===== src/rtl/rcfw_pkg.sv =====
// shared types, character codes and helper functions for the radix converter
package rcfw_pkg;

  // bits of quotient produced per cycle by the shared divider
  localparam int DIV_RADIX_BITS = 8;

  // length of the error word
  localparam int ERR_LEN = 5;

  localparam logic [6:0] CHAR_SPACE   = 7'h20;
  localparam logic [6:0] CHAR_ZERO    = 7'h30;
  localparam logic [6:0] CHAR_NINE    = 7'h39;
  localparam logic [6:0] CHAR_UPPER_A = 7'h41;
  localparam logic [6:0] CHAR_UPPER_Z = 7'h5A;
  localparam logic [6:0] CHAR_UPPER_E = 7'h45;
  localparam logic [6:0] CHAR_UPPER_R = 7'h52;
  localparam logic [6:0] CHAR_UPPER_O = 7'h4F;

  localparam logic [5:0] DIGIT_BAD      = 6'h3F;
  localparam logic [3:0] DECIMAL_DIGITS = 4'd10;
  localparam logic [4:0] BASE_MIN       = 5'd2;
  localparam logic [4:0] BASE_MAX       = 5'd16;

  typedef enum logic [2:0] {
    ST_ACCUM,
    ST_START,
    ST_DIV,
    ST_CHECK,
    ST_EMIT
  } ctrl_state_t;

  typedef struct packed {
    logic accum;
    logic start;
    logic div_step;
    logic set_err;
    logic emit;
    logic clear;
  } dp_cmd_t;

  typedef struct packed {
    logic start_err;
    logic div_done;
    logic quot_zero;
    logic count_full;
    logic out_free;
    logic pos_last;
  } dp_status_t;

  // digit value 0..35, or DIGIT_BAD outside 0-9 / A-Z
  function automatic logic [5:0] char_value(input logic [6:0] c);
    logic [5:0] v;
    v = DIGIT_BAD;
    if (c >= CHAR_ZERO && c <= CHAR_NINE) begin
      v = 6'(c - CHAR_ZERO);
    end else if (c >= CHAR_UPPER_A && c <= CHAR_UPPER_Z) begin
      v = 6'(c - CHAR_UPPER_A) + 6'(DECIMAL_DIGITS);
    end
    return v;
  endfunction

  function automatic logic [6:0] digit_ascii(input logic [3:0] d);
    logic [6:0] c;
    if (d < DECIMAL_DIGITS) begin
      c = CHAR_ZERO + 7'(d);
    end else begin
      c = CHAR_UPPER_A + 7'(d - DECIMAL_DIGITS);
    end
    return c;
  endfunction

  // letters of the error word by position
  function automatic logic [6:0] err_letter(input logic [2:0] i);
    logic [6:0] c;
    case (i)
      3'd0:    c = CHAR_UPPER_E;
      3'd1:    c = CHAR_UPPER_R;
      3'd2:    c = CHAR_UPPER_R;
      3'd3:    c = CHAR_UPPER_O;
      3'd4:    c = CHAR_UPPER_R;
      default: c = CHAR_SPACE;
    endcase
    return c;
  endfunction

endpackage


===== src/rtl/rcfw_ctrl.sv =====
// sequencing state machine of the radix converter
module rcfw_ctrl
  import rcfw_pkg::*;
(
  input  logic       clk,
  input  logic       rst,
  input  logic       in_valid,
  input  logic       in_last,
  output logic       in_ready,
  input  dp_status_t status,
  output dp_cmd_t    cmd
);

  ctrl_state_t state, state_next;

  always_ff @(posedge clk) begin
    if (rst) begin
      state <= ST_ACCUM;
    end else begin
      state <= state_next;
    end
  end

  always_comb begin
    state_next = state;
    cmd        = '0;
    in_ready   = 1'b0;
    case (state)
      ST_ACCUM: begin
        in_ready = 1'b1;
        if (in_valid) begin
          cmd.accum = 1'b1;
          if (in_last) begin
            state_next = ST_START;
          end
        end
      end
      ST_START: begin
        cmd.start  = 1'b1;
        state_next = status.start_err ? ST_EMIT : ST_DIV;
      end
      ST_DIV: begin
        cmd.div_step = 1'b1;
        if (status.div_done) begin
          state_next = ST_CHECK;
        end
      end
      ST_CHECK: begin
        if (status.quot_zero) begin
          state_next = ST_EMIT;
        end else if (status.count_full) begin
          cmd.set_err = 1'b1;
          state_next  = ST_EMIT;
        end else begin
          state_next = ST_DIV;
        end
      end
      ST_EMIT: begin
        if (status.out_free) begin
          cmd.emit = 1'b1;
          if (status.pos_last) begin
            cmd.clear  = 1'b1;
            state_next = ST_ACCUM;
          end
        end
      end
      default: begin
        state_next = ST_ACCUM;
      end
    endcase
  end

endmodule


===== src/rtl/rcfw_datapath.sv =====
// accumulator, shared divider, digit store and output register
module rcfw_datapath
  import rcfw_pkg::*;
#(
  parameter int FIELD_WIDTH = 7,
  parameter int VALUE_BITS  = 64
) (
  input  logic       clk,
  input  logic       rst,
  input  dp_cmd_t    cmd,
  output dp_status_t status,
  input  logic [6:0] digit_char,
  input  logic [4:0] from_base,
  input  logic [4:0] to_base,
  input  logic       out_ready,
  output logic       out_valid,
  output logic [6:0] out_char,
  output logic       is_error,
  output logic       end_of_line
);

  localparam int IDX_W     = (FIELD_WIDTH > 1) ? $clog2(FIELD_WIDTH) : 1;
  localparam int CNT_W     = $clog2(FIELD_WIDTH + 1);
  localparam int CMP_W     = CNT_W + 1;
  localparam int LET_W     = IDX_W + 3;
  localparam int DIV_STEPS = (VALUE_BITS + DIV_RADIX_BITS - 1) / DIV_RADIX_BITS;
  localparam int QUOT_BITS = DIV_STEPS * DIV_RADIX_BITS;
  localparam int STEP_W    = (DIV_STEPS > 1) ? $clog2(DIV_STEPS) : 1;
  localparam int BASE_W    = 5;
  localparam int PROD_BITS = VALUE_BITS + BASE_W;
  localparam int ERR_PAD   = (FIELD_WIDTH >= ERR_LEN) ? FIELD_WIDTH - ERR_LEN : 0;

  logic [VALUE_BITS-1:0] acc;
  logic                  error_seen;
  logic [4:0]            tb;
  logic [QUOT_BITS-1:0]  quot;
  logic [4:0]            rem;
  logic [STEP_W-1:0]     step;
  logic [CNT_W-1:0]      count;
  logic [IDX_W-1:0]      pos;
  logic                  line_err;
  logic [3:0]            digits [FIELD_WIDTH];

  logic [5:0]            d;
  logic                  bad;
  logic [PROD_BITS-1:0]  prod;
  logic                  ovf;
  logic [4:0]            rem_step;
  logic [DIV_RADIX_BITS-1:0] qbits;
  logic [DIV_RADIX_BITS-1:0] quot_top;
  logic                  step_last;
  logic [IDX_W-1:0]      rd_idx;
  logic [LET_W-1:0]      letter_pos;
  logic                  pad_sel;

  // horner step: value * base + digit by shift and add
  always_comb begin
    d   = char_value(digit_char);
    bad = (from_base < BASE_MIN) || (from_base > BASE_MAX) ||
          (d == DIGIT_BAD) || (d >= 6'(from_base));
    prod = PROD_BITS'(d);
    for (int i = 0; i < BASE_W; i++) begin
      if (from_base[i]) begin
        prod = prod + (PROD_BITS'(acc) << i);
      end
    end
    ovf = |prod[PROD_BITS-1:VALUE_BITS];
  end

  // restoring division, DIV_RADIX_BITS quotient bits per cycle
  always_comb begin
    quot_top = quot[QUOT_BITS-1 -: DIV_RADIX_BITS];
    rem_step = rem;
    qbits    = '0;
    for (int i = DIV_RADIX_BITS - 1; i >= 0; i--) begin
      rem_step = {rem_step[3:0], quot_top[i]};
      if (rem_step >= tb) begin
        rem_step = rem_step - tb;
        qbits[i] = 1'b1;
      end
    end
  end

  assign step_last = (step == STEP_W'(DIV_STEPS - 1));

  // kind of character for the current line position
  always_comb begin
    rd_idx     = IDX_W'(FIELD_WIDTH - 1) - pos;
    letter_pos = LET_W'(pos) - LET_W'(ERR_PAD);
    if (line_err) begin
      pad_sel = (CMP_W'(pos) < CMP_W'(ERR_PAD));
    end else begin
      pad_sel = (CMP_W'(pos) + CMP_W'(count) < CMP_W'(FIELD_WIDTH));
    end
  end

  always_comb begin
    status.start_err  = error_seen || (tb < BASE_MIN) || (tb > BASE_MAX);
    status.div_done   = step_last;
    status.quot_zero  = (quot == '0);
    status.count_full = (count == CNT_W'(FIELD_WIDTH));
    status.out_free   = !out_valid || out_ready;
    status.pos_last   = (pos == IDX_W'(FIELD_WIDTH - 1));
  end

  always_ff @(posedge clk) begin
    if (rst) begin
      acc        <= '0;
      error_seen <= 1'b0;
      out_valid  <= 1'b0;
      step       <= '0;
      count      <= '0;
      pos        <= '0;
      line_err   <= 1'b0;
    end else begin
      if (cmd.clear) begin
        acc        <= '0;
        error_seen <= 1'b0;
      end else if (cmd.accum) begin
        if (bad) begin
          error_seen <= 1'b1;
        end else if (!error_seen) begin
          if (ovf) begin
            error_seen <= 1'b1;
          end else begin
            acc <= prod[VALUE_BITS-1:0];
          end
        end
      end
      if (cmd.start) begin
        step     <= '0;
        count    <= '0;
        pos      <= '0;
        line_err <= status.start_err;
      end
      if (cmd.div_step) begin
        if (step_last) begin
          step  <= '0;
          count <= count + 1'b1;
        end else begin
          step <= step + 1'b1;
        end
      end
      if (cmd.set_err) begin
        line_err <= 1'b1;
      end
      if (cmd.emit) begin
        pos <= pos + 1'b1;
      end
      if (cmd.emit) begin
        out_valid <= 1'b1;
      end else if (out_ready) begin
        out_valid <= 1'b0;
      end
    end
  end

  always_ff @(posedge clk) begin
    if (cmd.accum) begin
      tb <= to_base;
    end
    if (cmd.start) begin
      quot <= QUOT_BITS'(acc);
      rem  <= '0;
    end
    if (cmd.div_step) begin
      quot <= {quot[QUOT_BITS-DIV_RADIX_BITS-1:0], qbits};
      if (step_last) begin
        rem                       <= '0;
        digits[count[IDX_W-1:0]]  <= rem_step[3:0];
      end else begin
        rem <= rem_step;
      end
    end
    if (cmd.emit) begin
      if (pad_sel) begin
        out_char <= CHAR_SPACE;
      end else if (line_err) begin
        out_char <= err_letter(letter_pos[2:0]);
      end else begin
        out_char <= digit_ascii(digits[rd_idx]);
      end
      is_error    <= line_err;
      end_of_line <= status.pos_last;
    end
  end

endmodule


===== src/rtl/radix_converter_fixed_width.sv =====
// top level of the radix converter with a fixed-width output line
//
// input channel: one transaction per ascii character of a numeral, most
// significant first, with from_base, to_base and last_char. characters
// that are not last are taken one per cycle and folded into the value.
// output channel: after the last character, FIELD_WIDTH transactions that
// spell the value in to_base, right-justified with spaces, or the word
// ERROR padded alike; end_of_line marks the final one, is_error the whole
// line when the numeral was bad, overflowed or needs too many digits, or
// when to_base is out of range. after the last character is taken, a
// setup state checks the bases and loads the divider; then for each result
// digit the divider runs and a check follows; then the line characters are
// loaded one per cycle while the receiver keeps up. the shared divider
// retires 8 quotient bits a cycle. no new character is taken while a line
// is being built or sent; the output register lets the next numeral start
// while the final character still waits. a stalled receiver holds the line
// character by character. reset (synchronous, active high) clears the
// value, the error flag and the output valid; the block is ready as soon
// as reset is released.
module radix_converter_fixed_width
  import rcfw_pkg::*;
#(
  parameter int FIELD_WIDTH = 7,
  parameter int VALUE_BITS  = 64
) (
  input  logic       clk,
  input  logic       rst,
  input  logic       in_valid,
  output logic       in_ready,
  input  logic [6:0] digit_char,
  input  logic [4:0] from_base,
  input  logic [4:0] to_base,
  input  logic       last_char,
  output logic       out_valid,
  input  logic       out_ready,
  output logic [6:0] out_char,
  output logic       is_error,
  output logic       end_of_line
);

  dp_cmd_t    cmd;
  dp_status_t status;

  // sequencer: accumulate, divide digit by digit, then send the line
  rcfw_ctrl u_ctrl (
    .clk      (clk),
    .rst      (rst),
    .in_valid (in_valid),
    .in_last  (last_char),
    .in_ready (in_ready),
    .status   (status),
    .cmd      (cmd)
  );

  // value accumulator, divider, digit store and output register
  rcfw_datapath #(
    .FIELD_WIDTH (FIELD_WIDTH),
    .VALUE_BITS  (VALUE_BITS)
  ) u_datapath (
    .clk         (clk),
    .rst         (rst),
    .cmd         (cmd),
    .status      (status),
    .digit_char  (digit_char),
    .from_base   (from_base),
    .to_base     (to_base),
    .out_ready   (out_ready),
    .out_valid   (out_valid),
    .out_char    (out_char),
    .is_error    (is_error),
    .end_of_line (end_of_line)
  );

`ifndef ASSERT_OFF
  // a line character is only loaded when the output register can take it
  a_emit_needs_room: assert property (@(posedge clk) disable iff (rst)
    cmd.emit |-> status.out_free)
    else $error("line character loaded over a pending transaction");

  // no input transaction while the divider is running
  a_no_accept_while_dividing: assert property (@(posedge clk) disable iff (rst)
    cmd.div_step |-> !in_ready)
    else $error("input accepted during division");

  // after the final line character is loaded the block takes input again
  a_ready_after_line: assert property (@(posedge clk) disable iff (rst)
    cmd.emit && status.pos_last |=> in_ready && out_valid && end_of_line)
    else $error("line did not end cleanly");
`endif

endmodule


===== config.mk =====
export PLATFORM = sky130hd
export DESIGN_NAME = radix_converter_fixed_width
export DESIGN_NICKNAME = d
export VERILOG_FILES = /design/src/rtl/rcfw_pkg.sv /design/src/rtl/rcfw_ctrl.sv /design/src/rtl/rcfw_datapath.sv /design/src/rtl/radix_converter_fixed_width.sv
export SDC_FILE = /design/constraint.sdc
export NUM_CORES = 1
export LEC_CHECK = 0
export BUFFER_PORTS_ARGS = -buffer_cell sky130_fd_sc_hd__clkbuf_2
export CELL_PAD_IN_SITES_DETAIL_PLACEMENT = 1
export CELL_PAD_IN_SITES_GLOBAL_PLACEMENT = 2
export CORE_ASPECT_RATIO = 0.5
export CORE_MARGIN = 3
export CORE_UTILIZATION = 40
export CTS_CLUSTER_DIAMETER = 40
export DETAILED_ROUTE_END_ITERATION = 8
export PLACE_DENSITY = 0.83
export SLEW_MARGIN = 20
export SYNTH_ARGS = -nofsm -noshare
export SYNTH_HDL_FRONTEND = slang
export SYNTH_HIERARCHICAL = 1
export SYNTH_SLANG_ARGS = --single-unit
export TNS_END_PERCENT = 10

===== constraint.sdc =====
create_clock -name clk -period 48.1 [get_ports clk]
set_input_delay 14.43 -clock clk [delete_from_list [all_inputs] [get_ports clk]]
set_output_delay 14.43 -clock clk [all_outputs]
set_load 0.005 [all_outputs]

## Yosys cells after proc, flatten, opt, wreduce, memory -nomap -nowiden

Memories as Yosys holds them, arrays and structs flattened.
Cells that the tools add are included.

- $add $sub $neg: 25
- Multipliers: 0
- Div/mod/pow operators: 0
- Order comparisons: 20
- Equality and inequality tests: 17
- Shift operators: 0
- Multiplexer cells: 69
- Bitwise operators: 3
- Reduce and logical (&&, ||, !) cells: 21

Operator list:

| kind | number |
|---|---|
| $mux W69 | 5 |
| $mux W64 | 2 |
| $add A69 B65 Y69 | 1 |
| $add A69 B66 Y69 | 1 |
| $add A69 B67 Y69 | 1 |
| $add A69 B68 Y69 | 1 |
| $add A6 B64 Y65 | 1 |
| $logic_not A64 Y1 | 1 |
| $mux W3 | 15 |
| $mux W4 | 11 |
| $ge A5 B5 Y1 | 8 |
| $sub A4 B4 Y4 | 8 |
| $mux W1 | 28 |
| $pmux W7 S3 | 1 |
| $eq A3 B3 Y1 const B | 5 |
| $pmux W3 S5 | 1 |
| $mux W7 | 2 |
| $eq A3 B2 Y1 const B | 4 |
| $mux W6 | 2 |
| $gt A5 B5 Y1 const B | 2 |
| $lt A5 B2 Y1 const B | 2 |
| $add A3 B1 Y3 const B | 3 |
| $ne A2 B2 Y1 const B | 4 |
| $reduce_bool A2 Y1 | 4 |
| 31 further kinds | 42 |

- Register bits after elaboration: 161
- Latch bits: 0
- RAM bits: 28
- Memory bits (read-only): 0
- Bits of input ports: 22
- Output and inout bits: 11
- Logic and storage cells: 170
- Memories kept: 1

Memory list:

| memory | words | width | rd ports | clocked after Yosys merged registers in | wr ports | RTL line | RTL |
|---|---|---|---|---|---|---|---|
| u_datapath.digits | 7 | 4 | 1 | 0 | 1 | rcfw_datapath.sv:42 | `logic [3:0] digits [FIELD_WIDTH];` |

## Longest topological paths before layout

- Depth in word-level cells: 18
- Gate-level depth with buffers: 72
- Depth with buffers taken out: 70

## By module

The synthesis kept the hierarchy.

By module, submodules not included:

| module | instances | cells each | area each (um^2) | sequential area each (um^2) |
|---|---|---|---|---|
| rcfw_datapath | 1 | 4016 | 30407.9 | 4824.6 |
| rcfw_ctrl | 1 | 26 | 216.5 | 60.1 |

## Least setup slack after synthesis

No wires, ideal clock.

- Kind: input port to flip-flop
- Start: in digit_char[4]
- End: reg u_datapath.acc[61]
- Library setup time: 0.136 ns
- Arrival time: 26.250 ns
- Data required time: 47.964 ns
- Slack: 21.714 ns
- Cell stages on the path: 64
- Path buffers: 6
- Cells stage by stage: clkbuf_1 -> inv_1 -> ha_1 -> a21oi_1 -> and3_1 -> or3_1 -> o21a_1 -> o22ai_1 -> inv_1 -> ha_1 -> a21oi_1 -> o21ai_0 -> a21o_1 -> nand4_1 -> nor2_1 -> xnor2_1 -> nor2_1 -> ha_1 -> [... 28 more ...] -> a31oi_1 -> a211oi_1 -> xnor2_1 -> mux2_2 -> ha_1 -> inv_1 -> o21bai_1 -> a21oi_1 -> o21ai_0 -> mux2_2 -> or4_1 -> a211o_1 -> nor4_4 -> a32oi_4 -> buf_6 -> buf_8 -> nor3_2 -> nor3_2

- Longest elaborated chain between the ends: 17
- Elaborated cells between the ends (all ways): 29
- Those cells by class: 8 x add/sub; 5 x order compare; 1 x eq/ne; 7 x mux; 2 x bitwise; 6 x reduce/logical

RTL lines:

| item | RTL line | RTL |
|---|---|---|
| from (decl) | radix_converter_fixed_width.sv:30 | `input logic [6:0] digit_char,` |
| $sub A6 B1 Y6 (tied with other cells) | rcfw_pkg.sv:57 | `v = 6'(c - CHAR_UPPER_A) + 6'(DECIMAL_DIGITS);` |
| $add A6 B4 Y6 or $logic_and A1 B1 Y1 (tied branches) | rcfw_pkg.sv:57, rcfw_pkg.sv:56 |  |
| $mux W6 | rcfw_pkg.sv:56 | `end else if (c >= CHAR_UPPER_A && c <= CHAR_UPPER_Z) begin` |
| $mux W6 * | rcfw_pkg.sv:54 | `if (c >= CHAR_ZERO && c <= CHAR_NINE) begin` |
| $add A6 B64 Y65 | rcfw_datapath.sv:64 | `prod = prod + (PROD_BITS'(acc) << i);` |
| $mux W69 | rcfw_datapath.sv:63 | `if (from_base[i]) begin` |
| $add A69 B65 Y69 | rcfw_datapath.sv:64 |  |
| $mux W69 | rcfw_datapath.sv:63 |  |
| $add A69 B66 Y69 | rcfw_datapath.sv:64 |  |
| $mux W69 | rcfw_datapath.sv:63 |  |
| $add A69 B67 Y69 | rcfw_datapath.sv:64 |  |
| $mux W69 | rcfw_datapath.sv:63 |  |
| $add A69 B68 Y69 | rcfw_datapath.sv:64 |  |
| $mux W69 | rcfw_datapath.sv:63 |  |
| $reduce_or A5 Y1 | rcfw_datapath.sv:67 | `ovf = \|prod[PROD_BITS-1:VALUE_BITS];` |
| $not A1 Y1 (no source line) | - |  |
| $reduce_and A4 Y1 (no source line) | - |  |
| to (signal assigned) | rcfw_datapath.sv:126 | `acc <= prod[VALUE_BITS-1:0];` |
| to (decl) | rcfw_datapath.sv:33 | `logic [VALUE_BITS-1:0] acc;` |

Every way passes the cells marked *; elsewhere a longest branch is shown, timed or not.
A chain may end at the register's enable or synchronous reset.

## Worst setup path in the final report

- Start: in digit_char[4]
- End: reg u_datapath.acc[48]

The elaborated chain is that of the path after synthesis.

==> run_results.csv <==
group,metric,value,unit
cells_and_area,layout.cells.non_filler,4961,
placed_design,place_congestion,0.953,
synth,avgSynthCellArea,7.58,sq um
cells_and_area,stdcell_area,32100,sq um
cells_and_area,final_common_cell,"nand2_1",
route,drc,0,
clock_tree,clockBufferDepth,2,
floorplanning,core,75500,sq um
timing,fin_worst_skew,0.0320,ns
critical_path,slowest_delay,0.82,ns
global_route,antenna_found_initial,8,
floorplanning,io_pins,33,
synth,yosysSeqAreaShare,0.160,
synth,postSynthCellCount,4042,
clock_tree,cts-root-buf,"clkbuf_16",
route,firstDrtPassIters,5,
global_route,grt_overflow,0,
timing,fmax,31.9,MHz
route,wirelength,126000,microns
synth,syn-cell-area,30600,sq um
timing,final-setup-viol-count,0,
floorplanning,initial_core_util,0.406,
floorplanning,die_area,80100,sq um
global_route,grt_max_degree,89,
critical_path,crit_required,48.49,ns
route,drtIter0Drc,2679,
clock_tree,cts_tree,"yes",
clock_tree,hold_buffers,0,
min_path,hold_class,"reg2reg",
placed_design,post-dp-hpwl,101000,microns
synth,async_flop_share,0,
synth,yosys_warnings,6,
synth,synthFlopType,"edfxtp_1",
status,outcome,"finished, final reports clean",
timing,slew_headroom,0.282,
cells_and_area,n_fill_cell,9420,
power,ir_drop,0.0899,mV
critical_path,critPathMaxFanout,43,
floorplanning,die_width,397,microns
clock_tree,cts_made_buffers,17,
placed_design,placement.io_buffers,32,
clock_tree,cts.clk_slew.worst_paths,0.09,ns
floorplanning,row_count,71,
clock_tree,cts-resized-gates,0,
synth,synth_fp_nets,4407,
timing,timing_hold_violations_final,0,
critical_path,rrSetupSlack,31.64,ns
critical_path,worst_path_max_delay_cell,"a32oi_4",
clock_tree,htree_levels,4,
floorplanning,die_h,202,microns
cells_and_area,final_cell_mix,"nand2_1, a21oi_1, nor2_1",
run,max_cap_viol_count,0,
critical_path,start_kind,"input port",
placed_design,post-place-cells,4925,
global_route,grt_pass1_wl,192000,microns
global_route,grt_pass1_vias,31558,
clock_tree,cts_num_sinks,189,
timing,slew_violations,0,
timing,finalCritPeriodShare,0.651,
route,detail-route-antenna-nets,0,
critical_path,endpoint_kind,"register",
critical_path,critical_path_class,"in2reg",
timing,rsz0062_at_grt,"no",
synth,synth_cell_types,110,
critical_path,critPathArrivalTime,31.71,ns
synth,synth_edf_count,110,
timing,worst_pin_slew,1.06,ns
power,p_leak,13.5,nW
global_route,gr-usage-all-layers,0.306,
clock_tree,clock_latency,0.52,ns
route,avgViaCountPerCell,6.37,
power,p_per_area,27.5,nW/um^2
cells_and_area,drive_above_1_share,0.0897,
route,wl_per_cell,25.4,microns
placed_design,dpl_cell_area,31500,sq um
timing,tns,0,ns
route,vias,31625,
cells_and_area,final_nets,4288,
synth,ys_seq_elements,189,
cells_and_area,area_growth,4.92,%
clock_tree,post_cts_buffers,0,
timing,final.min_clock_period,31.32,ns
==> synth_stat cells (28+ instances only) <==
| cell | number | share of area |
|---|---|---|
| o21a_1 | 42 | 0.010 |
| edfxtp_1 | 110 | 0.11 |
| o21ai_1 | 34 | 0.0056 |
| nand3_1 | 109 | 0.018 |
| mux2_2 | 151 | 0.056 |
| o21ai_0 | 264 | 0.043 |
| a21o_1 | 141 | 0.035 |
| nor2b_1 | 47 | 0.0096 |
| mux2i_1 | 45 | 0.015 |
| nand2b_1 | 42 | 0.0086 |
| a31oi_1 | 40 | 0.0082 |
| a21oi_1 | 402 | 0.066 |
| nand4_1 | 85 | 0.017 |
| inv_1 | 132 | 0.016 |
| dfxtp_1 | 79 | 0.052 |
| o31ai_1 | 28 | 0.0069 |
| ha_1 | 329 | 0.13 |
| a211oi_1 | 51 | 0.013 |
| o211ai_1 | 50 | 0.012 |
| xnor2_1 | 161 | 0.046 |
| nor3_1 | 87 | 0.014 |
| nor4_1 | 30 | 0.0061 |
| and3_1 | 38 | 0.0078 |
| xor2_1 | 127 | 0.036 |
| o21bai_1 | 50 | 0.012 |
| and2_1 | 31 | 0.0063 |
| nand2_1 | 416 | 0.051 |
| clkbuf_1 | 164 | 0.020 |
| nor2_1 | 345 | 0.042 |
==> power breakdown <==
part	switching, mW	total (mW)	internal, mW	leakage (nW)
clock network	0.0835	0.154	0.0706	0.293
logic	0.290	0.473	0.183	11.5
registers	0.00494	0.256	0.251	1.66
total	0.378	0.883	0.505	13.5
==> worst paths after layout <==
kind,startpoint,to,cells after the start
setup reg to reg,u_datapath/acc[5],u_datapath/acc[48],51
setup / recovery,digit_char[4],u_datapath/acc[48],60
hold / removal,u_datapath/error_seen,u_datapath/error_seen,2
hold reg to reg,u_datapath/error_seen,u_datapath/error_seen,2
==> cells by family after synthesis <==
group | synth area share
AOI/OAI and AO/OA | 0.288
and+or+nand+nor | 0.207
buffers and inverters | 0.0460
adders and majority gates | 0.144
xor gates and xnor gates | 0.0824
muxes | 0.0735
DFF | 0.160
==> final cells by class <==
cell class	instances	area [sq um]	area share
Sequential cell	189	4880	0.152
Timing Repair Buffer	77	503	0.0157
Clock buffer	17	425	0.0132
Antenna cell	3	7.51	0.000234
Tap cell	1022	1280	0.0398
Multi-Input combinational cell	3504	24300	0.758
Clock inverter	15	179	0.00557
Inverter	134	503	0.0157
==> flip-flops by register name, summed over array words and instances (netlist names), 4 cells and up <==
name / count
u_datapath/acc: 64
u_datapath/digits: 28
u_datapath/out_char: 7
u_datapath/quot: 64
u_datapath/rem: 4
u_datapath/tb: 5
==> critical path, delay by kind of cell <==
kind	cells	cell delay, ns
adder cells (fa/ha/maj)	6	2.29
XOR/XNOR	4	0.66
AO/OA/AOI/OAI	23	9.35
buffers and inverters	7	1.56
AND/OR/NAND/NOR	20	3.26
==> stage by stage <==
stage	utilization	hold WS [ns]	setup slack, ns	power (mW)
5_1_grt	0.425	0.601	15.96	0.946
4_1_cts	0.425	0.555	17.35	0.887
3_3_place_gp	0.417	0.516	17.22	0.700
2_1_floorplan	-	0.465	21.71	0.608
6_report	0.426	0.563	16.78	0.883
3_5_place_dp	0.417	0.531	16.89	0.731
==> metal layers <==
metal,part of all wire,global-route usage,vias up
met4,0.028,0.0930,2
met5,0.00010,0,-
met2,0.45,0.499,891
met3,0.059,0.0416,160
met1,0.46,0.420,15772
li1,-,-,14800
Power figures use the tool's default switching activity.
